## src/hw/rtl/vigenere_cipher_with_metre_nulls_defines.svh

```systemverilog
// Assertion macros shared by the cipher block.
`ifndef VIGENERE_CIPHER_WITH_METRE_NULLS_DEFINES_SVH
`define VIGENERE_CIPHER_WITH_METRE_NULLS_DEFINES_SVH

// Condition must hold in the same cycle as the trigger.
`define VCMN_ASSERT_SAME(label, clk, rst, trig, cond, msg) \
   label: assert property (@(posedge clk) disable iff (rst) (trig) |-> (cond)) \
      else $error(msg);

// Condition must hold in the cycle after the trigger.
`define VCMN_ASSERT_NEXT(label, clk, rst, trig, cond, msg) \
   label: assert property (@(posedge clk) disable iff (rst) (trig) |=> (cond)) \
      else $error(msg);

`endif

```

## src/hw/rtl/vcmn_pkg.sv

```systemverilog
// Package: shared types and constants of the metre-null Vigenere cipher.
package vcmn_pkg;

   // Fixed field and register widths.
   localparam int ALPHABET_W     = 6;
   localparam int KEY_LEN_REG_W  = 4;
   localparam int KEY_LETTERS_W  = 60;
   localparam int METRE_LEN_REG_W = 5;
   localparam int METRE_DIGITS_W = 64;
   localparam int CSR_DATA_W     = 64;
   localparam int CSR_INDEX_W    = 3;
   localparam int DIGIT_W        = 4;
   localparam int SEP_W          = 2;

   localparam logic [DIGIT_W-1:0] NULLS_MAX = 4'd9;

   // Register indexes of the configuration port.
   localparam logic [CSR_INDEX_W-1:0] CSR_ALPHABET_SIZE = 3'd0;
   localparam logic [CSR_INDEX_W-1:0] CSR_KEY_LENGTH    = 3'd1;
   localparam logic [CSR_INDEX_W-1:0] CSR_KEY_LETTERS   = 3'd2;
   localparam logic [CSR_INDEX_W-1:0] CSR_METRE_LENGTH  = 3'd3;
   localparam logic [CSR_INDEX_W-1:0] CSR_METRE_DIGITS  = 3'd4;

   // Separator codes.
   localparam logic [SEP_W-1:0] SEP_COMMA   = 2'd0;
   localparam logic [SEP_W-1:0] SEP_NEWLINE = 2'd1;
   localparam logic [SEP_W-1:0] SEP_NONE    = 2'd2;

   // Controller states.
   typedef enum logic [2:0] {
      ST_IDLE   = 3'b001,
      ST_NULLS  = 3'b010,
      ST_LETTER = 3'b100
   } state_type;

   // Commands from the controller to the datapath.
   typedef struct packed {
      logic load;
      logic count;
      logic show_letter;
   } cmd_type;

   // Status from the datapath to the controller.
   typedef struct packed {
      logic item_ok;
      logic no_nulls;
      logic last_null;
   } sts_type;

endpackage

```

## src/hw/rtl/vcmn_ctrl.sv

```systemverilog
// Controller: sequences the null tokens and the cipher letter of each request.
module vcmn_ctrl (
   input  logic              clock,
   input  logic              reset,
   input  logic              req_valid,
   output logic              req_ready,
   output logic              rsp_valid,
   input  logic              rsp_ready,
   output logic              rsp_token_kind,
   output logic              rsp_last,
   output vcmn_pkg::cmd_type cmd,
   input  vcmn_pkg::sts_type sts
);
   import vcmn_pkg::*;

   state_type state_ff;
   state_type state_in;
   logic      accept;

   // A new request is taken when idle or together with the letter's response.
   assign req_ready = (state_ff == ST_IDLE) || ((state_ff == ST_LETTER) && rsp_ready);
   assign accept    = req_valid && req_ready;

   // Next state and datapath commands.
   always_comb begin
      state_in        = state_ff;
      cmd             = '0;
      cmd.load        = accept;
      cmd.show_letter = (state_ff == ST_LETTER);
      case (state_ff)
         ST_IDLE: begin
         end
         ST_NULLS: begin
            if (rsp_ready) begin
               cmd.count = 1'b1;
               if (sts.last_null) begin
                  state_in = ST_LETTER;
               end
            end
         end
         ST_LETTER: begin
            if (rsp_ready) begin
               state_in = ST_IDLE;
            end
         end
         default: begin
            state_in = ST_IDLE;
         end
      endcase
      if (accept && sts.item_ok) begin
         state_in = sts.no_nulls ? ST_LETTER : ST_NULLS;
      end
   end

   // State register.
   always_ff @(posedge clock) begin
      if (reset) begin
         state_ff <= ST_IDLE;
      end else begin
         state_ff <= state_in;
      end
   end

   // Response flags decoded from the state.
   assign rsp_valid      = (state_ff == ST_NULLS) || (state_ff == ST_LETTER);
   assign rsp_token_kind = (state_ff == ST_LETTER);
   assign rsp_last       = (state_ff == ST_LETTER);

endmodule

```

## src/hw/rtl/vcmn_datapath.sv

```systemverilog
// Datapath: configuration registers, key and metre positions, encipherment.
module vcmn_datapath #(
   parameter int MAX_KEY_LETTERS  = 10,
   parameter int MAX_METRE_DIGITS = 16,
   parameter int LETTER_BITS      = 6
) (
   input  logic                                  clock,
   input  logic                                  reset,
   input  logic                                  csr_we,
   input  logic [vcmn_pkg::CSR_INDEX_W-1:0]      csr_index,
   input  logic [vcmn_pkg::CSR_DATA_W-1:0]       csr_wdata,
   input  logic [vcmn_pkg::ALPHABET_W-1:0]       req_letter_index,
   input  logic                                  req_end_of_message,
   output logic [vcmn_pkg::ALPHABET_W-1:0]       rsp_cipher_index,
   output logic [vcmn_pkg::SEP_W-1:0]            rsp_separator,
   input  vcmn_pkg::cmd_type                     cmd,
   output vcmn_pkg::sts_type                     sts
);
   import vcmn_pkg::*;

   localparam int KPOS_W = (MAX_KEY_LETTERS > 1) ? $clog2(MAX_KEY_LETTERS) : 1;
   localparam int MPOS_W = (MAX_METRE_DIGITS > 1) ? $clog2(MAX_METRE_DIGITS) : 1;
   localparam int KLEN_W = $clog2(MAX_KEY_LETTERS + 1);
   localparam int MLEN_W = $clog2(MAX_METRE_DIGITS + 1);

   // Configuration registers.
   logic [ALPHABET_W-1:0]      alphabet_size_ff;
   logic [KEY_LEN_REG_W-1:0]   key_length_ff;
   logic [KEY_LETTERS_W-1:0]   key_letters_ff;
   logic [METRE_LEN_REG_W-1:0] metre_length_ff;
   logic [METRE_DIGITS_W-1:0]  metre_digits_ff;

   // Positions and per-request result registers.
   logic [KPOS_W-1:0]  key_pos_ff;
   logic [KPOS_W-1:0]  key_pos_in;
   logic [MPOS_W-1:0]  metre_pos_ff;
   logic [MPOS_W-1:0]  metre_pos_in;
   logic [ALPHABET_W-1:0] cipher_ff;
   logic [ALPHABET_W-1:0] cipher_in;
   logic [SEP_W-1:0]   sep_ff;
   logic [SEP_W-1:0]   sep_in;
   logic [DIGIT_W-1:0] null_cnt_ff;
   logic [DIGIT_W-1:0] nulls_in;

   logic [LETTER_BITS-1:0] key_arr [MAX_KEY_LETTERS];
   logic [DIGIT_W-1:0]     digit_arr [MAX_METRE_DIGITS];

   logic [KLEN_W-1:0]     klen;
   logic [MLEN_W-1:0]     mlen;
   logic [KPOS_W-1:0]     kpos;
   logic [MPOS_W-1:0]     mpos;
   logic [KLEN_W-1:0]     kpos_inc;
   logic [MLEN_W-1:0]     mpos_inc;
   logic [ALPHABET_W-1:0] key_raw;
   logic [ALPHABET_W-1:0] key_val;
   logic [DIGIT_W-1:0]    digit;
   logic [ALPHABET_W:0]   sum;

   // Slice the packed key letters and metre digits.
   for (genvar g = 0; g < MAX_KEY_LETTERS; g++) begin : g_key
      assign key_arr[g] = key_letters_ff[g*LETTER_BITS +: LETTER_BITS];
   end
   for (genvar g = 0; g < MAX_METRE_DIGITS; g++) begin : g_digit
      assign digit_arr[g] = metre_digits_ff[g*DIGIT_W +: DIGIT_W];
   end

   // Effective lengths: zero acts as one, oversize saturates.
   always_comb begin
      if (key_length_ff == '0) begin
         klen = KLEN_W'(1);
      end else if (int'(key_length_ff) > MAX_KEY_LETTERS) begin
         klen = KLEN_W'(MAX_KEY_LETTERS);
      end else begin
         klen = KLEN_W'(key_length_ff);
      end
      if (metre_length_ff == '0) begin
         mlen = MLEN_W'(1);
      end else if (int'(metre_length_ff) > MAX_METRE_DIGITS) begin
         mlen = MLEN_W'(MAX_METRE_DIGITS);
      end else begin
         mlen = MLEN_W'(metre_length_ff);
      end
   end

   // Positions left beyond a shortened length restart at zero.
   assign kpos = (KLEN_W'(key_pos_ff) < klen) ? key_pos_ff : '0;
   assign mpos = (MLEN_W'(metre_pos_ff) < mlen) ? metre_pos_ff : '0;

   assign kpos_inc     = KLEN_W'(kpos) + KLEN_W'(1);
   assign mpos_inc     = MLEN_W'(mpos) + MLEN_W'(1);
   assign key_pos_in   = (kpos_inc >= klen) ? '0 : KPOS_W'(kpos_inc);
   assign metre_pos_in = (mpos_inc >= mlen) ? '0 : MPOS_W'(mpos_inc);

   // Key letter, with letters outside the alphabet taken as zero.
   assign key_raw = ALPHABET_W'(key_arr[kpos]);
   assign key_val = (key_raw >= alphabet_size_ff) ? '0 : key_raw;

   // Modular add: the sum stays below twice the modulus.
   assign sum       = {1'b0, req_letter_index} + {1'b0, key_val};
   assign cipher_in = (sum >= {1'b0, alphabet_size_ff})
                      ? ALPHABET_W'(sum - {1'b0, alphabet_size_ff})
                      : ALPHABET_W'(sum);

   // Null count saturates at nine.
   assign digit    = digit_arr[mpos];
   assign nulls_in = (digit > NULLS_MAX) ? NULLS_MAX : digit;

   // Separator after the letter.
   always_comb begin
      if (metre_pos_in == '0) begin
         sep_in = SEP_NEWLINE;
      end else if (req_end_of_message) begin
         sep_in = SEP_NONE;
      end else begin
         sep_in = SEP_COMMA;
      end
   end

   // Status towards the controller.
   assign sts.item_ok   = (req_letter_index < alphabet_size_ff);
   assign sts.no_nulls  = (nulls_in == '0);
   assign sts.last_null = (null_cnt_ff == DIGIT_W'(1));

   // Configuration writes and position updates.
   always_ff @(posedge clock) begin
      if (reset) begin
         alphabet_size_ff <= ALPHABET_W'(33);
         key_length_ff    <= KEY_LEN_REG_W'(1);
         key_letters_ff   <= '0;
         metre_length_ff  <= METRE_LEN_REG_W'(1);
         metre_digits_ff  <= '0;
         key_pos_ff       <= '0;
         metre_pos_ff     <= '0;
      end else begin
         if (csr_we) begin
            case (csr_index)
               CSR_ALPHABET_SIZE: alphabet_size_ff <= csr_wdata[ALPHABET_W-1:0];
               CSR_KEY_LENGTH:    key_length_ff    <= csr_wdata[KEY_LEN_REG_W-1:0];
               CSR_KEY_LETTERS:   key_letters_ff   <= csr_wdata[KEY_LETTERS_W-1:0];
               CSR_METRE_LENGTH:  metre_length_ff  <= csr_wdata[METRE_LEN_REG_W-1:0];
               CSR_METRE_DIGITS:  metre_digits_ff  <= csr_wdata[METRE_DIGITS_W-1:0];
               default: begin
               end
            endcase
         end
         if (cmd.load && sts.item_ok) begin
            key_pos_ff   <= key_pos_in;
            metre_pos_ff <= metre_pos_in;
         end
      end
   end

   // Per-request payload and null counter.
   always_ff @(posedge clock) begin
      if (cmd.load && sts.item_ok) begin
         cipher_ff   <= cipher_in;
         sep_ff      <= sep_in;
         null_cnt_ff <= nulls_in;
      end else if (cmd.count) begin
         null_cnt_ff <= null_cnt_ff - DIGIT_W'(1);
      end
   end

   // Response payload: null tokens carry zero and a comma.
   assign rsp_cipher_index = cmd.show_letter ? cipher_ff : '0;
   assign rsp_separator    = cmd.show_letter ? sep_ff : SEP_COMMA;

endmodule

```

## src/hw/rtl/vigenere_cipher_with_metre_nulls.sv

```systemverilog
// Top level of the Vigenere cipher that pads letters with metre-driven nulls.
// Each request carries one plaintext letter; the block answers with as many null
// tokens as the current metre digit (0 to 9) and then the cipher letter, one
// response per cycle while rsp_ready is high, from a single output stage. A request
// whose letter lies in the alphabet therefore occupies the output for its nulls and
// its letter, and the next request is taken in the same cycle as the cipher letter's
// response; a request outside the alphabet gives no response.
// Configuration is written through the csr port while no request is in flight.
`include "vigenere_cipher_with_metre_nulls_defines.svh"

module vigenere_cipher_with_metre_nulls #(
   parameter int MAX_KEY_LETTERS  = 10,
   parameter int MAX_METRE_DIGITS = 16,
   parameter int LETTER_BITS      = 6
) (
   input  logic                              clock,
   input  logic                              reset,
   input  logic                              csr_we,
   input  logic [vcmn_pkg::CSR_INDEX_W-1:0]  csr_index,
   input  logic [vcmn_pkg::CSR_DATA_W-1:0]   csr_wdata,
   input  logic                              req_valid,
   output logic                              req_ready,
   input  logic [vcmn_pkg::ALPHABET_W-1:0]   req_letter_index,
   input  logic                              req_end_of_message,
   output logic                              rsp_valid,
   input  logic                              rsp_ready,
   output logic                              rsp_token_kind,
   output logic [vcmn_pkg::ALPHABET_W-1:0]   rsp_cipher_index,
   output logic [vcmn_pkg::SEP_W-1:0]        rsp_separator,
   output logic                              rsp_last
);
   import vcmn_pkg::*;

   cmd_type cmd;
   sts_type sts;

   // Sequencer for null tokens and letters.
   vcmn_ctrl u_ctrl (
      .clock          (clock),
      .reset          (reset),
      .req_valid      (req_valid),
      .req_ready      (req_ready),
      .rsp_valid      (rsp_valid),
      .rsp_ready      (rsp_ready),
      .rsp_token_kind (rsp_token_kind),
      .rsp_last       (rsp_last),
      .cmd            (cmd),
      .sts            (sts)
   );

   // Registers, positions and encipherment.
   vcmn_datapath #(
      .MAX_KEY_LETTERS  (MAX_KEY_LETTERS),
      .MAX_METRE_DIGITS (MAX_METRE_DIGITS),
      .LETTER_BITS      (LETTER_BITS)
   ) u_datapath (
      .clock              (clock),
      .reset              (reset),
      .csr_we             (csr_we),
      .csr_index          (csr_index),
      .csr_wdata          (csr_wdata),
      .req_letter_index   (req_letter_index),
      .req_end_of_message (req_end_of_message),
      .rsp_cipher_index   (rsp_cipher_index),
      .rsp_separator      (rsp_separator),
      .cmd                (cmd),
      .sts                (sts)
   );

   // A request inside the alphabet always produces a response next cycle.
   `VCMN_ASSERT_NEXT(a_ok_gives_rsp, clock, reset, req_valid && req_ready && sts.item_ok, rsp_valid, "accepted letter gave no response")

   // A request outside the alphabet produces nothing.
   `VCMN_ASSERT_NEXT(a_bad_no_rsp, clock, reset, req_valid && req_ready && !sts.item_ok, !rsp_valid, "out-of-alphabet letter gave a response")

   // After the letter is taken with no new request, the output goes quiet.
   `VCMN_ASSERT_NEXT(a_letter_ends, clock, reset, rsp_valid && rsp_ready && rsp_last && !req_valid, !rsp_valid, "response after the final token")

   // Only the letter may carry a separator other than a comma.
   `VCMN_ASSERT_SAME(a_null_comma, clock, reset, rsp_valid && !rsp_token_kind, rsp_separator == SEP_COMMA && rsp_cipher_index == '0, "null token with payload")

endmodule

```

## config.mk

```make
export PLATFORM = sky130hd
export DESIGN_NAME = vigenere_cipher_with_metre_nulls
export DESIGN_NICKNAME = d
export VERILOG_FILES = /design/src/hw/rtl/vcmn_pkg.sv /design/src/hw/rtl/vcmn_ctrl.sv /design/src/hw/rtl/vcmn_datapath.sv /design/src/hw/rtl/vigenere_cipher_with_metre_nulls.sv
export VERILOG_INCLUDE_DIRS = /design/src /design/src/hw/rtl
export SDC_FILE = /design/constraint.sdc
export NUM_CORES = 1
export LEC_CHECK = 0
export BUFFER_PORTS_ARGS = -buffer_cell sky130_fd_sc_hd__buf_2
export CAP_MARGIN = 20
export CORE_ASPECT_RATIO = 1.25
export CORE_MARGIN = 3
export CORE_UTILIZATION = 40
export DETAILED_ROUTE_END_ITERATION = 7
export PLACE_DENSITY = 0.57
export SYNTH_ARGS = -nofsm -noshare
export SYNTH_HDL_FRONTEND = slang
export SYNTH_SLANG_ARGS = --single-unit
```

## constraint.sdc

```tcl
create_clock -name clock -period 7.9 [get_ports clock]
set_input_delay 0 -clock clock [delete_from_list [all_inputs] [get_ports clock]]
set_output_delay 0 -clock clock [all_outputs]
set_load 0.005 [all_outputs]
```

# == Word level (Yosys, flattened, before mapping) ==
# Cells that the tools add are included.
# word_totals
regBits,162
inputBits,79
output_inout_bits,12
elab_cells,89
# op_classes
add_sub_neg,5
order_cmp,12
eq_ne,12
mux,30
bitwise_logic,2
n_reduce_logical,17
# op_table
operator,count
2-to-1 mux 4 bit,11
2-to-1 mux 6 bit,5
binary-select mux 6 bit (select 4 bit),1
binary-select mux 4 bit (select 4 bit),1
2-to-1 mux 3 bit,5
zero test 4 bit,3
">= comparator 5 bit, second input constant",2
2-to-1 mux 5 bit,2
NOT 4 -> 5 bit,2
AND reduction 2 bit,5
"== test 3 x 2 -> 1 bit, second input constant",3
"!= test 3 x 2 -> 1 bit, second input constant",3
case mux 3 bit (3 select lines),1
"> comparator 4 bit, second input constant",2
adder 6 x 6 -> 7 bit,1
>= comparator 7 x 6 -> 1 bit,1
"== test 3 x 1 -> 1 bit, second input constant",2
"== test 3 bit, second input constant",2
>= comparator 6 bit,1
less-than comparator 6 bit,1
subtractor 6 bit,1
"adder 4 x 1 -> 5 bit, second input constant",1
>= comparator 5 bit,1
"> comparator 5 bit, second input constant",1
15 further kinds,20

# == Longest topological paths before layout ==
# logic_depth
word_depth,14
depth_mapped,30
depth_no_buf,30

# == By module ==
# From an unflattened synthesis, not the netlist that was laid out.
# unflattened
hier_cells,1087
hier_area_um2,8603.3
# by_module_without_submodules
mod,n_inst,cells_each,area_per_inst_um2,seq_area_each_um2
vcmn_datapath,1,1060,8394.3,3303.2
vcmn_ctrl,1,27,209.0,60.1

# == Worst setup path before layout ==
# No wires, ideal clock.
# synth_path
path_kind,register -> register
startpoint,reg u_datapath.key_length_ff[3]
endpoint,"reg u_datapath.cipher_ff[1], data pin"
setup_ps,260
arrival_ps,5268
t_required_ps,7640
setup_slack_ps,2373
path_stages_with_launch,31
path_buffers,0
period_less_slack_ps,5527
cell_sequence,dfxtp_1 > inv_1 > nand2_1 > ha_1 > or2_2 > a21oi_1 > a21o_1 > nand2_1 > mux2i_1 > o211a_1 > ha_1 > nand2b_1 > a21o_1 > a21oi_1 > nor2b_1 > o21ai_0 > nand2b_1 > a21oi_1 > and2_1 > ha_1 > a21o_1 > a21oi_1 > o21bai_1 > a21oi_1 > xor2_1 > inv_1 > ha_1 > nand4_1 > o21a_1 > nand2_1 > mux2_2
# synth_via
elab_chain_cells,14
elab_cells_between_ends,16
classes_between,add/sub: 2; order compare: 4; mux: 8; bitwise: 1; reduce/logical: 1
# synth_rtl
item,line,rtl
start: declaration,vcmn_datapath.sv:28,logic [KEY_LEN_REG_W-1:0] key_length_ff;
start signal: assignment,vcmn_datapath.sv:138,CSR_KEY_LENGTH: key_length_ff <= csr_wdata[KEY_LEN_REG_W-1:0];
> comparator 4 bit,vcmn_datapath.sv:71,end else if (int'(key_length_ff) > MAX_KEY_LETTERS) begin
2-to-1 mux 4 bit,vcmn_datapath.sv:71,
2-to-1 mux 4 bit *,vcmn_datapath.sv:69,if (key_length_ff == '0) begin
less-than comparator 4 bit *,vcmn_datapath.sv:86,assign kpos = (KLEN_W'(key_pos_ff) < klen) ? key_pos_ff : '0;
2-to-1 mux 4 bit *,vcmn_datapath.sv:86,
NOT 4 -> 5 bit (implied by the code) *,vcmn_datapath.sv:95,assign key_raw = ALPHABET_W'(key_arr[kpos]);
binary-select mux 6 bit (select 4 bit) *,vcmn_datapath.sv:95,
2-to-1 mux 6 bit (implied by the code) * (2 in series),vcmn_datapath.sv:95,
>= comparator 6 bit,vcmn_datapath.sv:96,assign key_val = (key_raw >= alphabet_size_ff) ? '0 : key_raw;
2-to-1 mux 6 bit *,vcmn_datapath.sv:96,
adder 6 x 6 -> 7 bit *,vcmn_datapath.sv:99,"assign sum = {1'b0, req_letter_index} + {1'b0, key_val};"
subtractor 6 bit / >= comparator 7 x 6 -> 1 bit (equally long branches),"vcmn_datapath.sv:101, vcmn_datapath.sv:100",
2-to-1 mux 6 bit *,vcmn_datapath.sv:101,"? ALPHABET_W'(sum - {1'b0, alphabet_size_ff})"
via u_datapath.cipher_in[1],vcmn_datapath.sv:39,logic [ALPHABET_W-1:0] cipher_in;
end signal: assignment,vcmn_datapath.sv:156,cipher_ff <= cipher_in;
end: declaration,vcmn_datapath.sv:38,logic [ALPHABET_W-1:0] cipher_ff;
# The timed path passes the listed nets; every way through them passes the cells marked *. The select of a mux whose other input is x is not followed.
# A chain may end at the register's enable or synchronous reset.

# == Worst setup path in the final report ==
# layout_path
startpoint,reg u_datapath.key_length_ff[3]
endpoint,"reg u_datapath.cipher_ff[2], data pin"
# The elaborated chain is that of the path after synthesis.

==> metrics.cfg <==
[synth]
netlist-cell-type-count=71
syn_avg_cell_area_um2=8.072
syn_nets=1150
synth_edf_count=12
synth-seq-cells=162
syn_inst=1027
yosysWarnings=0
ys_seq_area_share_pct=40.57
synthArstFlopShare_pct=0
synth_flop_cell=dfxtp_1
syn_area_mm2=0.008290

[floorplanning]
core_mm2=0.02025
io-pin-count=91
die_y_um=167.0
num_rows=58
die_w_um=134.8
die_area_mm2=0.02250
start_util_pct=40.95

[timing]
hold_viol=0
fin_tns_setup_ns=0
drv_slew=0
rsz0062_at_grt=false
final.setup_skew_ns=0.01503
relSlewSlack_pct=44.42
tightest_slew_ns=0.8337
setup_viol=0
max_freq_mhz=155.8
finalCritPeriodShare_pct=81.25
fin_crit_ns=6.419

[power]
power_frac_clock_pct=43.0
p_per_area_mw_per_mm2=191.1
power.internal_mw=1.412
totalPowerFinal_mw=1.944
switchingPower_mw=0.5311
power_frac_seq_pct=44.9
combPwrFrac_pct=12.1
vdd_drop_max_v=0.0001440
swShare_pct=27.33
leakage_nw=4.061

[place]
port_buffers=90
gp_congestion=0.8990
place_area_mm2=0.008925
dp_hpwl_um=17970

[critical_path]
crit_type=flop to flop
critPathSlowestCell=mux2_2
crit_path_max_fanout=12
cp.required_ns=8.09
crit_path_end_kind=flop
r2r_slack_ns=1.48
startpoint_type=flop
crit_path_max_incr_delay_ns=0.36
worstPathArrival_ns=6.61
cpMostUsedCell=a21oi_1

[cells_and_area]
num_antenna_cells=0
mostFrequentLayoutCells=nand2_1, a21oi_1, dfxtp_1
multiInputGateArea_mm2=0.004583
nNetsFinal=1275
final_area_mm2=0.01017
n_fill_cell=1953
layout_commonest_cell=nand2_1
regArea_mm2=0.003363
layout-drive-gt1-share_pct=13.99
area_growth_syn_to_layout_pct=22.70

[grt]
grt_antenna_before_repair=0
globalRouteTotalUtil_pct=22.62
grt_overflow=0
grt_start_max_net_pins=79
grt_pass1_vias=7341
grt_pass1_wl_um=39650

[clock_network]
clock_latency_ns=0.44
post_cts_resize_count=0
path_clk_slew_ns=0.07
cts_buffer_depth=2
cts_sinks=162
htreeDepth=4
post_cts_buffers=0
cts_buffers=17
cts_tree=yes
cts-root-buf=clkbuf_16

[routing]
wl_um=25520
via_count=7611
drt-wirelength-per-cell_um=17.78
vias_per_cell=5.304
drt_iter0_drc=444
drc=0
drt.antenna.violating_nets=0
drt-pass1-iter-count=5

[run]
maxCapViolCount=0

[min_path]
hold_path.class=input port to flop

[status]
status=finished clean

## state kept, by name, summed over array words and instances (netlist names)
register                     flops
u_datapath.key_pos_ff            4
u_datapath.metre_digits_ff      64
u_datapath.metre_pos_ff          4
u_datapath.metre_length_ff       5
u_datapath.key_length_ff         4
u_datapath.null_cnt_ff           4
u_datapath.key_letters_ff       60
u_ctrl.state_ff                  3
u_datapath.alphabet_size_ff      6
u_datapath.sep_ff                2
u_datapath.cipher_ff             6
## power by group through the flow
stage                     clock network, mW  logic [mW]  registers (mW)
after floorplan                           0       0.135           0.885
after global placement                    0       0.207           0.892
after detailed placement                  0       0.209           0.892
after CTS                             0.846       0.235           0.873
after global routing                  0.880       0.260           0.876
final                                 0.836       0.235           0.873
## cell usage after synthesis (all sizes together), types with 6 or more instances
master / n / area (um^2)
nor2: 47 / 176.4
dfxtp: 150 / 3003
a22oi: 8 / 60.06
nand2: 281 / 1057
mux2: 10 / 112.6
clkbuf: 52 / 195.2
mux2i: 32 / 320.3
nor3: 10 / 55.05
o21ai: 26 / 133.9
o22ai: 7 / 43.79
a21oi: 154 / 774.5
a211oi: 11 / 87.58
mux4: 7 / 157.7
nor2b: 6 / 37.54
buf: 8 / 43.79
nand2b: 11 / 68.82
and2: 17 / 106.4
ha: 42 / 525.5
edfxtp: 12 / 360.4
xnor2: 7 / 61.31
xor2: 6 / 52.55
nand3: 16 / 80.08
inv: 30 / 112.6
o211ai: 6 / 50.05
a21o: 19 / 142.6
## layer usage
layer,part of all wire (%),track usage [%]
met2,47,37.32
met3,4.6,3.807
met4,3.3,8.592
met5,0,0
met1,45,29.56
## layout make-up
type	count	share of cell area, %
multi-input cells	775	45.06
clock inverters	15	1.587
clock buffers	17	4.182
well taps	270	3.321
repair buffers	166	11.69
flip-flops and latches	162	33.06
inverters	30	1.107
## metrics by stage
step,setup WS (ns),hold slack (ns),cells,utilization (%)
2_1_floorplan,2.373,0.1179,1027,-
3_3_place_gp,1.741,0.2461,1337,44.08
3_5_place_dp,1.555,0.2510,1337,44.08
4_1_cts,1.510,0.05356,1435,50.24
5_1_grt,0.8807,0.09321,1435,50.24
6_report,1.481,0.07077,1435,50.24
## final timing paths
| check | startpoint | endpoint | cells past startpoint |
|---|---|---|---|
| setup reg to reg | u_datapath.key_length_ff[3] | u_datapath.cipher_ff[2] | 30 |
| hold / removal | csr_index[2] | u_datapath.alphabet_size_ff[4] | 4 |
| hold reg to reg | u_datapath.metre_digits_ff[59] | u_datapath.metre_digits_ff[59] | 2 |
| setup / recovery | u_datapath.key_length_ff[3] | u_datapath.cipher_ff[2] | 30 |
## kinds of logic after synthesis
logic type / Yosys count / synth area share [%]
AO/OA/AOI/OAI: 267 / 19.42
XOR/XNOR: 13 / 1.373
adder cells (fa/ha/maj): 44 / 6.822
buffers and inverters: 90 / 4.241
flip-flops: 162 / 40.57
multiplexers: 49 / 7.123
AND/OR/NAND/NOR: 402 / 20.45
## critical path: cells and delay by family, from the launching register on
family | cells | cell delay (ns)
compound gates | 12 | 2.40
simple gates | 9 | 1.41
fa+ha+maj | 4 | 1.12
mux | 2 | 0.53
flops | 1 | 0.34
xor+xnor | 1 | 0.21
buf+inv | 2 | 0.17
## repair_timing
action,CTS,global route
hold buffers,66,0
endpoints found under the hold margin,140,0
setup endpoints to repair,0,0
Note: power is estimated with default switching activity, not from simulation.
